[src/hdl/sva_pkg.sv]
// constants, codes and helpers for the synth voice allocator
// no dependencies; imported by synth_voice_allocator and its testbench
package sva_pkg;

  // number of voices and notes
  localparam int unsigned VOICES = 16;
  localparam int unsigned NOTES  = 128;

  // voice index width and free count width
  localparam int unsigned VW = (VOICES > 1) ? $clog2(VOICES) : 1;
  localparam int unsigned CW = $clog2(VOICES + 1);
  localparam int unsigned NW = 7;

  // event kinds on the input tuser
  localparam logic REQ_ON  = 1'b0;
  localparam logic REQ_OFF = 1'b1;

  // result status codes
  typedef enum logic [2:0] {
    ST_STARTED  = 3'd0,
    ST_RELEASED = 3'd1,
    ST_NO_FREE  = 3'd2,
    ST_PLAYING  = 3'd3,
    ST_SILENT   = 3'd4
  } status_e;

  // one result beat
  typedef struct packed {
    logic [3:0] voice;
    status_e    status;
  } result_t;

  // low four bits of an internal voice number
  function automatic logic [3:0] voice_out(input logic [VW-1:0] v);
    logic [VW+3:0] tmp;
    tmp = {4'b0000, v};
    return tmp[3:0];
  endfunction

endpackage

[src/hdl/synth_voice_allocator.sv]
// synth voice allocator: free voice stack and note map held in memories
// depends on sva_pkg
//
// Each note event is handled in two steps: the accept cycle reads the top of the free
// stack and the note's voice from their synchronous memories, and the next
// cycle decides, writes back and loads the result register. No new beat is
// taken while the block decides, nor while a result waits; a waiting result
// holds the input only until it is taken. There is no clearing pass after
// reset: the free stack reads its reset contents through per-entry valid bits
// and the playing flags are flip-flops cleared by reset.
module synth_voice_allocator (
  input  logic       clk_i,
  input  logic       rst_ni,
  input  logic       s_axis_tvalid_i,
  output logic       s_axis_tready_o,
  input  logic [7:0] s_axis_tdata_i,   // [6:0] note, [7] zero
  input  logic [0:0] s_axis_tuser_i,   // [0] req_type
  output logic       m_axis_tvalid_o,
  input  logic       m_axis_tready_i,
  output logic [7:0] m_axis_tdata_o,   // [3:0] voice, [7:4] zero
  output logic [2:0] m_axis_tuser_o    // [2:0] status
);
  import sva_pkg::*;

  localparam logic S_IDLE = 1'b0;
  localparam logic S_EXEC = 1'b1;

  logic           state_q, state_d;
  logic [CW-1:0]  cnt_q, cnt_d;
  logic [NOTES-1:0]  play_q, play_d;
  logic [VOICES-1:0] stk_vld_q, stk_vld_d;
  logic [NW-1:0]  note_q;
  logic           off_q;
  logic           out_vld_q, out_vld_d;
  result_t        res_q, res_d;

  logic [VW-1:0]  stk_mem [VOICES];
  logic [VW-1:0]  nv_mem  [NOTES];
  logic [VW-1:0]  stk_rd_q, stk_rda_q, nv_rd_q;
  logic           stk_rdv_q;

  logic           in_acc;
  logic [CW-1:0]  top_c;
  logic [VW-1:0]  top_idx, push_idx, top_voice;
  logic           stk_we, nv_we;

  assign in_acc  = s_axis_tvalid_i && s_axis_tready_o;
  assign top_c   = cnt_q - CW'(1);
  assign top_idx = top_c[VW-1:0];
  assign push_idx = cnt_q[VW-1:0];
  // unwritten stack entries read as their reset contents, entry i holds voice i
  assign top_voice = stk_rdv_q ? stk_rd_q : stk_rda_q;

  // input ready while idle and the result slot is free or draining
  assign s_axis_tready_o = (state_q == S_IDLE) && (!out_vld_q || m_axis_tready_i);
  assign m_axis_tvalid_o = out_vld_q;
  assign m_axis_tdata_o  = {4'b0000, res_q.voice};
  assign m_axis_tuser_o  = res_q.status;

  // decide and write back
  always_comb begin
    state_d   = state_q;
    cnt_d     = cnt_q;
    play_d    = play_q;
    stk_vld_d = stk_vld_q;
    out_vld_d = out_vld_q && !m_axis_tready_i;
    res_d     = res_q;
    stk_we    = 1'b0;
    nv_we     = 1'b0;
    unique case (state_q)
      S_IDLE: begin
        if (in_acc) state_d = S_EXEC;
      end
      S_EXEC: begin
        state_d   = S_IDLE;
        out_vld_d = 1'b1;
        if (off_q == REQ_ON) begin
          if (cnt_q == '0) begin
            res_d = '{voice: 4'd0, status: ST_NO_FREE};
          end else if (play_q[note_q]) begin
            res_d = '{voice: 4'd0, status: ST_PLAYING};
          end else begin
            cnt_d          = top_c;
            play_d[note_q] = 1'b1;
            nv_we          = 1'b1;
            res_d = '{voice: voice_out(top_voice), status: ST_STARTED};
          end
        end else begin
          if (!play_q[note_q]) begin
            res_d = '{voice: 4'd0, status: ST_SILENT};
          end else begin
            // push is skipped on a full stack, binding still cleared
            if (cnt_q < CW'(VOICES)) begin
              stk_we              = 1'b1;
              stk_vld_d[push_idx] = 1'b1;
              cnt_d               = cnt_q + CW'(1);
            end
            play_d[note_q] = 1'b0;
            res_d = '{voice: voice_out(nv_rd_q), status: ST_RELEASED};
          end
        end
      end
      default: state_d = S_IDLE;
    endcase
  end

  // control registers
  always_ff @(posedge clk_i or negedge rst_ni) begin
    if (!rst_ni) begin
      state_q   <= S_IDLE;
      cnt_q     <= CW'(VOICES);
      play_q    <= '0;
      stk_vld_q <= '0;
      out_vld_q <= 1'b0;
    end else begin
      state_q   <= state_d;
      cnt_q     <= cnt_d;
      play_q    <= play_d;
      stk_vld_q <= stk_vld_d;
      out_vld_q <= out_vld_d;
    end
  end

  // payload registers
  always_ff @(posedge clk_i) begin
    res_q <= res_d;
    if (in_acc) begin
      note_q <= s_axis_tdata_i[NW-1:0];
      off_q  <= s_axis_tuser_i[0];
    end
  end

  // free stack memory, registered read of the top entry every cycle
  always_ff @(posedge clk_i) begin
    if (stk_we) stk_mem[push_idx] <= nv_rd_q;
    stk_rd_q  <= stk_mem[top_idx];
    stk_rda_q <= top_idx;
    stk_rdv_q <= stk_vld_q[top_idx];
  end

  // note to voice memory, read of the event's note on accept
  always_ff @(posedge clk_i) begin
    if (nv_we) nv_mem[note_q] <= top_voice;
    if (in_acc) nv_rd_q <= nv_mem[s_axis_tdata_i[NW-1:0]];
  end

  // checks
  a_cnt_range: assert property (@(posedge clk_i) disable iff (!rst_ni)
    cnt_q <= CW'(VOICES))
    else $error("free count above voice count");

  a_slot_free: assert property (@(posedge clk_i) disable iff (!rst_ni)
    (state_q == S_EXEC) |-> !out_vld_q)
    else $error("result slot busy while deciding");

  a_exec_done: assert property (@(posedge clk_i) disable iff (!rst_ni)
    (state_q == S_EXEC) |=> (out_vld_q && state_q == S_IDLE))
    else $error("decision did not load a result");

  a_acc_exec: assert property (@(posedge clk_i) disable iff (!rst_ni)
    in_acc |=> (state_q == S_EXEC))
    else $error("accepted beat not processed");

endmodule

[config.mk]
export PLATFORM = sky130hd
export DESIGN_NAME = synth_voice_allocator
export DESIGN_NICKNAME = d
export VERILOG_FILES = /design/src/hdl/sva_pkg.sv /design/src/hdl/synth_voice_allocator.sv
export SDC_FILE = /design/constraint.sdc
export NUM_CORES = 1
export LEC_CHECK = 0
export ABC_AREA = 1
export BUFFER_PORTS_ARGS = -buffer_cell sky130_fd_sc_hd__buf_2
export CORE_MARGIN = 3
export CORE_UTILIZATION = 30
export DETAILED_ROUTE_END_ITERATION = 10
export HOLD_SLACK_MARGIN = 0.02
export PLACE_DENSITY_LB_ADDON = 0.12
export SLEW_MARGIN = 20
export SYNTH_ARGS = -nofsm -noshare
export SYNTH_HDL_FRONTEND = slang
export SYNTH_SLANG_ARGS = --single-unit
[constraint.sdc]
create_clock -name clk_i -period 6.3 [get_ports clk_i]
set_input_delay 0.63 -clock clk_i [delete_from_list [all_inputs] [get_ports clk_i]]
set_output_delay 0.63 -clock clk_i [all_outputs]
set_load 0.005 [all_outputs]
==> results of run 1 <==
## layout make-up
cell class                 count  area (um2)  share of cell area, %
multi-input combinational   2102        9380                   25.3
inverter                     170         649                   1.75
timing repair buffer          58         450                   1.22
clock buffer                 104        2300                   6.22
sequential                   755       21800                   59.0
tap                         1403        1760                   4.74
clock inverter                57         651                   1.76
antenna                        1        2.50                0.00676
## cells by family after synthesis
logic type,after synthesis
AOI/OAI and AO/OA,695
xor gates and xnor gates,5
adders and majority gates,7
buffers and inverters,368
DFF,755
muxes,4
other,1
and+or+nand+nor,1387
## per-layer routing
layer  vias to the layer above  part of all wire, %  wire length (um)
li1                      10900                    -                 -
met1                     11500                   46             45300
met2                       623                   46             45100
met3                       137                  5.0              4850
met4                         2                  2.6              2510
met5                         -                0.020                20
## per-stage QoR
| stage | hold slack (ps) | cell area, um2 | worst slack (ps) | instances | total power [mW] |
|---|---|---|---|---|---|
| after floorplan | 334 | 32700 | 3320 | 3225 | 7.86 |
| after global placement | 435 | 34100 | 1880 | 4488 | 8.98 |
| after detailed placement | 440 | 34100 | 2110 | 4488 | 9.00 |
| after CTS | 77.4 | 37000 | 2090 | 4649 | 14.3 |
| after global routing | 102 | 37000 | 1710 | 4649 | 14.7 |
| final | 63.6 | 37000 | 2110 | 4650 | 14.1 |
## worst max-delay path by stage
| stage | start | endpoint | slack, ps | depth (start not counted) |
|---|---|---|---|---|
| 3_3_place_gp | note_q[1] | register | 1880 | 18 |
| 2_1_floorplan | note_q[2] | register | 3320 | 20 |
| 5_1_grt | note_q[2] | register | 1710 | 18 |
| 4_1_cts | note_q[2] | register | 2090 | 18 |
| 3_5_place_dp | note_q[0] | register | 2110 | 19 |
| 6_report | note_q[0] | register | 2110 | 19 |
## report_power, final
part | leakage [nW] | internal [mW] | switching, mW
combinational | 4.10 | 0.462 | 2.00
clock | 1.45 | 3.15 | 2.09
sequential | 7.52 | 6.31 | 0.0811
## cells in the mapped netlist, drive strengths merged (4+ instances only)
library cell and number:
nor2 694, dfrtp 150, xor2 4, a21oi 45, nand2 612, nand3 59
inv 166, buf 53, o221ai 4, dfxtp 9, o21ai 467, mux2 4
clkinv 4, clkbuf 145, nand4 21, o22ai 140, ha 7, o211ai 37
edfxtp 595
## worst register-to-register path, stage by stage, from the launching register on
cell and delay (ps):
edfxtp_1 480, clkinv_1 140, buf_4 470, nand2_1 130
nand3_1 120, nand2_1 70, nor2_1 120, nor2_1 50
nor2_1 150, nand2_1 80, nand2_1 140, nand2_1 70
nor2_1 110, nand2_2 280, ha_1 460, nand3_4 400
buf_4 500, nor2_1 180, nor2_1 50, a21oi_1 130
==> flow_summary.toml, run 1 <==
[status]
status = "complete, no violations"

[cells_and_area]
syn_to_final_growth_pct = 13.3
utilization_pct = 34.4
fillers = 10800
layout_common_cells = "681 x nor2_1, 611 x nand2_1, 595 x edfxtp_1"
mostFrequentLayoutCell = "nor2_1"
layout-drive-gt1-share_pct = 6.78
layout.nets = 3193

[cts]
cts_setup_buffers = 0
cts_root_buffer = "clkbuf_16"
cts_buffers = 86
postCtsHoldBufs = 0
cts.htree.levels = 3
cts_tree = "yes"
worstSkewPairLatency_ps = 650
cts_resized = 0
cts_buffer_depth = 3
clkTransAtPathRegs_ps = 60
clock-sinks = 755

[logic_synthesis]
ys_types = 33
syn_inst = 3222
seq_area_frac_synth_pct = 66.8
synth_area_leaders = "edfxtp_1 55%, dfrtp_1 11%, nor2_1 7.9%"
ys_ff_latch = 755
synth_top_area_share_pct = 54.7
synthMuxAreaShare_pct = 0.138
yosys.area.top_type = "edfxtp_1"
synth_xor_area_share_pct = 0.134
synth_compound_area_share_pct = 11.5
synth-async-reset-ratio_pct = 20.0
netlist_area_um2 = 32700
synth_edf_count = 595
yosys.area_share.simple_pct = 16.4
synth_top_family_by_area = "simple AND/OR/NAND/NOR gates"
yosysWarnings = 0
synth_fa_ha_area_share_pct = 0.268
synth.avg_cell_area_um2 = 10.1
synth_flop_cell = "edfxtp_1"

[floorplanning]
num_rows = 120
fp.dieW_um = 336
start_util_pct = 30.4
die_h_um = 336
dieArea_um2 = 113000
design.core.area_um2 = 108000
ioPinCount = 26

[setup_path]
end_kind = "register"
crit_fanout = 35
reg2regPathDepth = 19
path_buf_inv = 3
required_ps = 6880
cp_slowest_cell = "edfxtp_1"
path_delay_family = "simple AND/OR/NAND/NOR gates"
r2r_slack_ps = 2110
path_cells = "clkinv_1, buf_4, nand2_1, nand3_1, nand2_1, nor2_1, nor2_1, nor2_1, nand2_1, nand2_1, nand2_1, nor2_1, nand2_2, ha_1, nand3_4, buf_4, nor2_1, nor2_1, a21oi_1"
timing.rr.start = "note_q[0]"
criticalPathCategory = "reg2reg"
worstPathArrival_ps = 4770
cpMostUsedCell = "nor2_1"
critPathLaunchType = "register"
cpPeakStageDelay_ps = 480

[worst_hold_path]
min_path_type = "in2async"

[timing]
slew_violations = 0
final.setup_skew_ps = 28.9
min_period_ps = 4190
setup-tns-final_ps = 0
timing.final.crit_share_pct = 66.5
fmax_mhz = 239
setup_viol = 0
tightest_slew_ps = 1100
hold_viol_final = 0
max_slew_margin_pct = 26.6
rsz0062_at_grt = "no"

[drt]
first_pass_iters = 8
viasPerCell = 4.98
drt_iter0_drc = 1904
wire_per_inst_um = 21.0
via_count = 23200
drt-total-wl_mm = 97.7
drc = 0
ant_nets = 0

[grt]
grt_pass1_wl_mm = 147
grt_max_degree = 154
grt_use_met1_pct = 24.1
track_usage_pct = 17.3
top_usage_layer = "met2"
grt_use_met3_pct = 2.58
overflow = 0
grt_pass1_vias = 23600
met2_usage_pct = 28.0
antenna_found_initial = 4

[power]
leakagePower_nw = 13.1
irDropWorstVdd_uv = 250
powerDensity_nw_per_um2 = 381

[placed_design]
place.gp.congestion = 0.795
dp_hpwl_mm = 58.1
portBuffers = 20

[job]
maxCapViolations = 0
Power figures use the tool's default switching activity.
==> inputs of run 2 (changes only) <==
Clock period 6.3 ns to 4 ns, I/O delays scaled along.
==> flow_summary.toml, run 2 (synthesis results as in run 1) <==
[status]
status = "complete, no violations"

[timing]
fmax_mhz = 266
setup-tns-final_ps = 0
final.setup_skew_ps = 34.9
tightest_slew_ps = 1040
min_period_ps = 3760
slew_violations = 0
timing.final.crit_share_pct = 94.1
setup_viol = 0
rsz0062_at_grt = "no"
hold_viol_final = 0
hold_ws_ps = 86.4
max_slew_margin_pct = 30.3

[grt]
track_usage_pct = 17.4
antenna_found_initial = 3
grt_pass1_wl_mm = 148
overflow = 0
grt_pass1_vias = 23500
grt_max_degree = 129

[cells_and_area]
syn_to_final_growth_pct = 14.0
mostFrequentLayoutCell = "nor2_1"
layout-drive-gt1-share_pct = 6.87
layout_common_cells = "682 x nor2_1, 611 x nand2_1, 595 x edfxtp_1"
layout.nets = 3220
antenna_cells = 0

[cts]
clkTransAtPathRegs_ps = 60
cts_resized = 0
cts.htree.levels = 3
cts_tree = "yes"
cts_buffers = 88
worstSkewPairLatency_ps = 660
cts_setup_buffers = 0
postCtsHoldBufs = 4
cts_buffer_depth = 3
clock-sinks = 755
cts_root_buffer = "clkbuf_16"

[setup_path]
crit_fanout = 128
cpPeakStageDelay_ps = 570
end_kind = "register"
path_delay_family = "simple AND/OR/NAND/NOR gates"
criticalPathCategory = "reg2reg"
r2r_slack_ps = 240
cp_slowest_cell = "nor2_1"
critPathLaunchType = "register"
path_cells = "nand2_1, inv_1, o211ai_1, nand2_1, nor2_1, nor2_1, nor2_1, nand2_1, nand2_1, nand3_1, nor2_4, nand4_1, buf_12, nor2_1"
required_ps = 4290
worstPathArrival_ps = 4060
path_buf_inv = 2

[drt]
via_count = 23300
viasPerCell = 4.98
wire_per_inst_um = 21.0
first_pass_iters = 5
drt-total-wl_mm = 98.4
drc = 0
drt_iter0_drc = 2054
ant_nets = 0

[floorplanning]
start_util_pct = 30.4
die_h_um = 336
dieArea_um2 = 113000
design.core.area_um2 = 108000
num_rows = 120
fp.dieW_um = 336
ioPinCount = 26

[worst_hold_path]
min_path_type = "in2reg"

[placed_design]
dp_hpwl_mm = 60.5
portBuffers = 20
place.gp.congestion = 0.809

[power]
total_power_mw = 22.1
irDropWorstVdd_uv = 481
leakagePower_nw = 13.2
powerDensity_nw_per_um2 = 593

[job]
maxCapViolations = 0
run 2: cell count changes in the layout (fill, tap and decap cells not counted), moves of 4 or more:
cell,delta
dlygate4sd3_1,+4
clkinv_1,+4
bufinv_16,-5
nor2_4,-5
buf_4,+9
clkbuf_1,+15
buf_12,+12
clkinv_2,-8
nor2_2,+4
run 2: stage by stage:
step	setup WS (ps)	cell area, um2	util [%]	instances
floorplan	1020	32700	-	3225
global placement	376	34300	31.9	4509
detailed placement	337	34300	31.9	4509
CTS	317	37200	34.6	4678
global route	52.0	37200	34.6	4678
finish	235	37200	34.6	4678
run 2: routing by layer:
| metal | up-vias | share of wire [%] | global-route usage, % |
|---|---|---|---|
| li1 | 11000 | - | - |
| met1 | 11600 | 48 | 24.6 |
| met2 | 622 | 45 | 27.8 |
| met3 | 133 | 4.8 | 2.59 |
| met4 | 2 | 2.3 | 4.65 |
| met5 | - | 0.011 | 0 |
run 2: worst paths after layout:
path / to / start / depth (start not counted)
max in group asynchronous: async pin / rst_ni / 3
worst min-delay path: m_axis_tvalid_o / m_axis_tready_i / 4
min in group asynchronous: async pin / rst_ni / 2
worst max-delay path: nv_mem[7][3] / note_q[1] / 14
worst max register to register: nv_mem[7][3] / note_q[1] / 14
worst min register to register: stk_vld_q[14] / stk_vld_q[14] / 2
run 2: report_power, final:
part           total, mW  switching, mW  internal [mW]  leakage (nW)
logic               4.07           3.23          0.844          4.27
registers           10.1          0.130           9.93          7.52
clock network       7.97           3.26           4.71          1.39
run 2: area by class of cell:
class	instances	area [um2]
inverter	170	646
clock inverter	44	475
tap	1403	1760
sequential	755	21800
multi-input combinational	2102	9360
clock buffer	121	2390
timing repair buffer	83	798
fill	10800	70400
run 2: worst reg2reg max path, stage by stage (launching register included):
cell and delay (ps):
edfxtp_1 540, nand2_1 210, inv_1 240, o211ai_1 160, nand2_1 70, nor2_1 110
nor2_1 60, nor2_1 110, nand2_1 70, nand2_1 150, nand3_1 140, nor2_4 270
nand4_1 200, buf_12 300, nor2_1 770
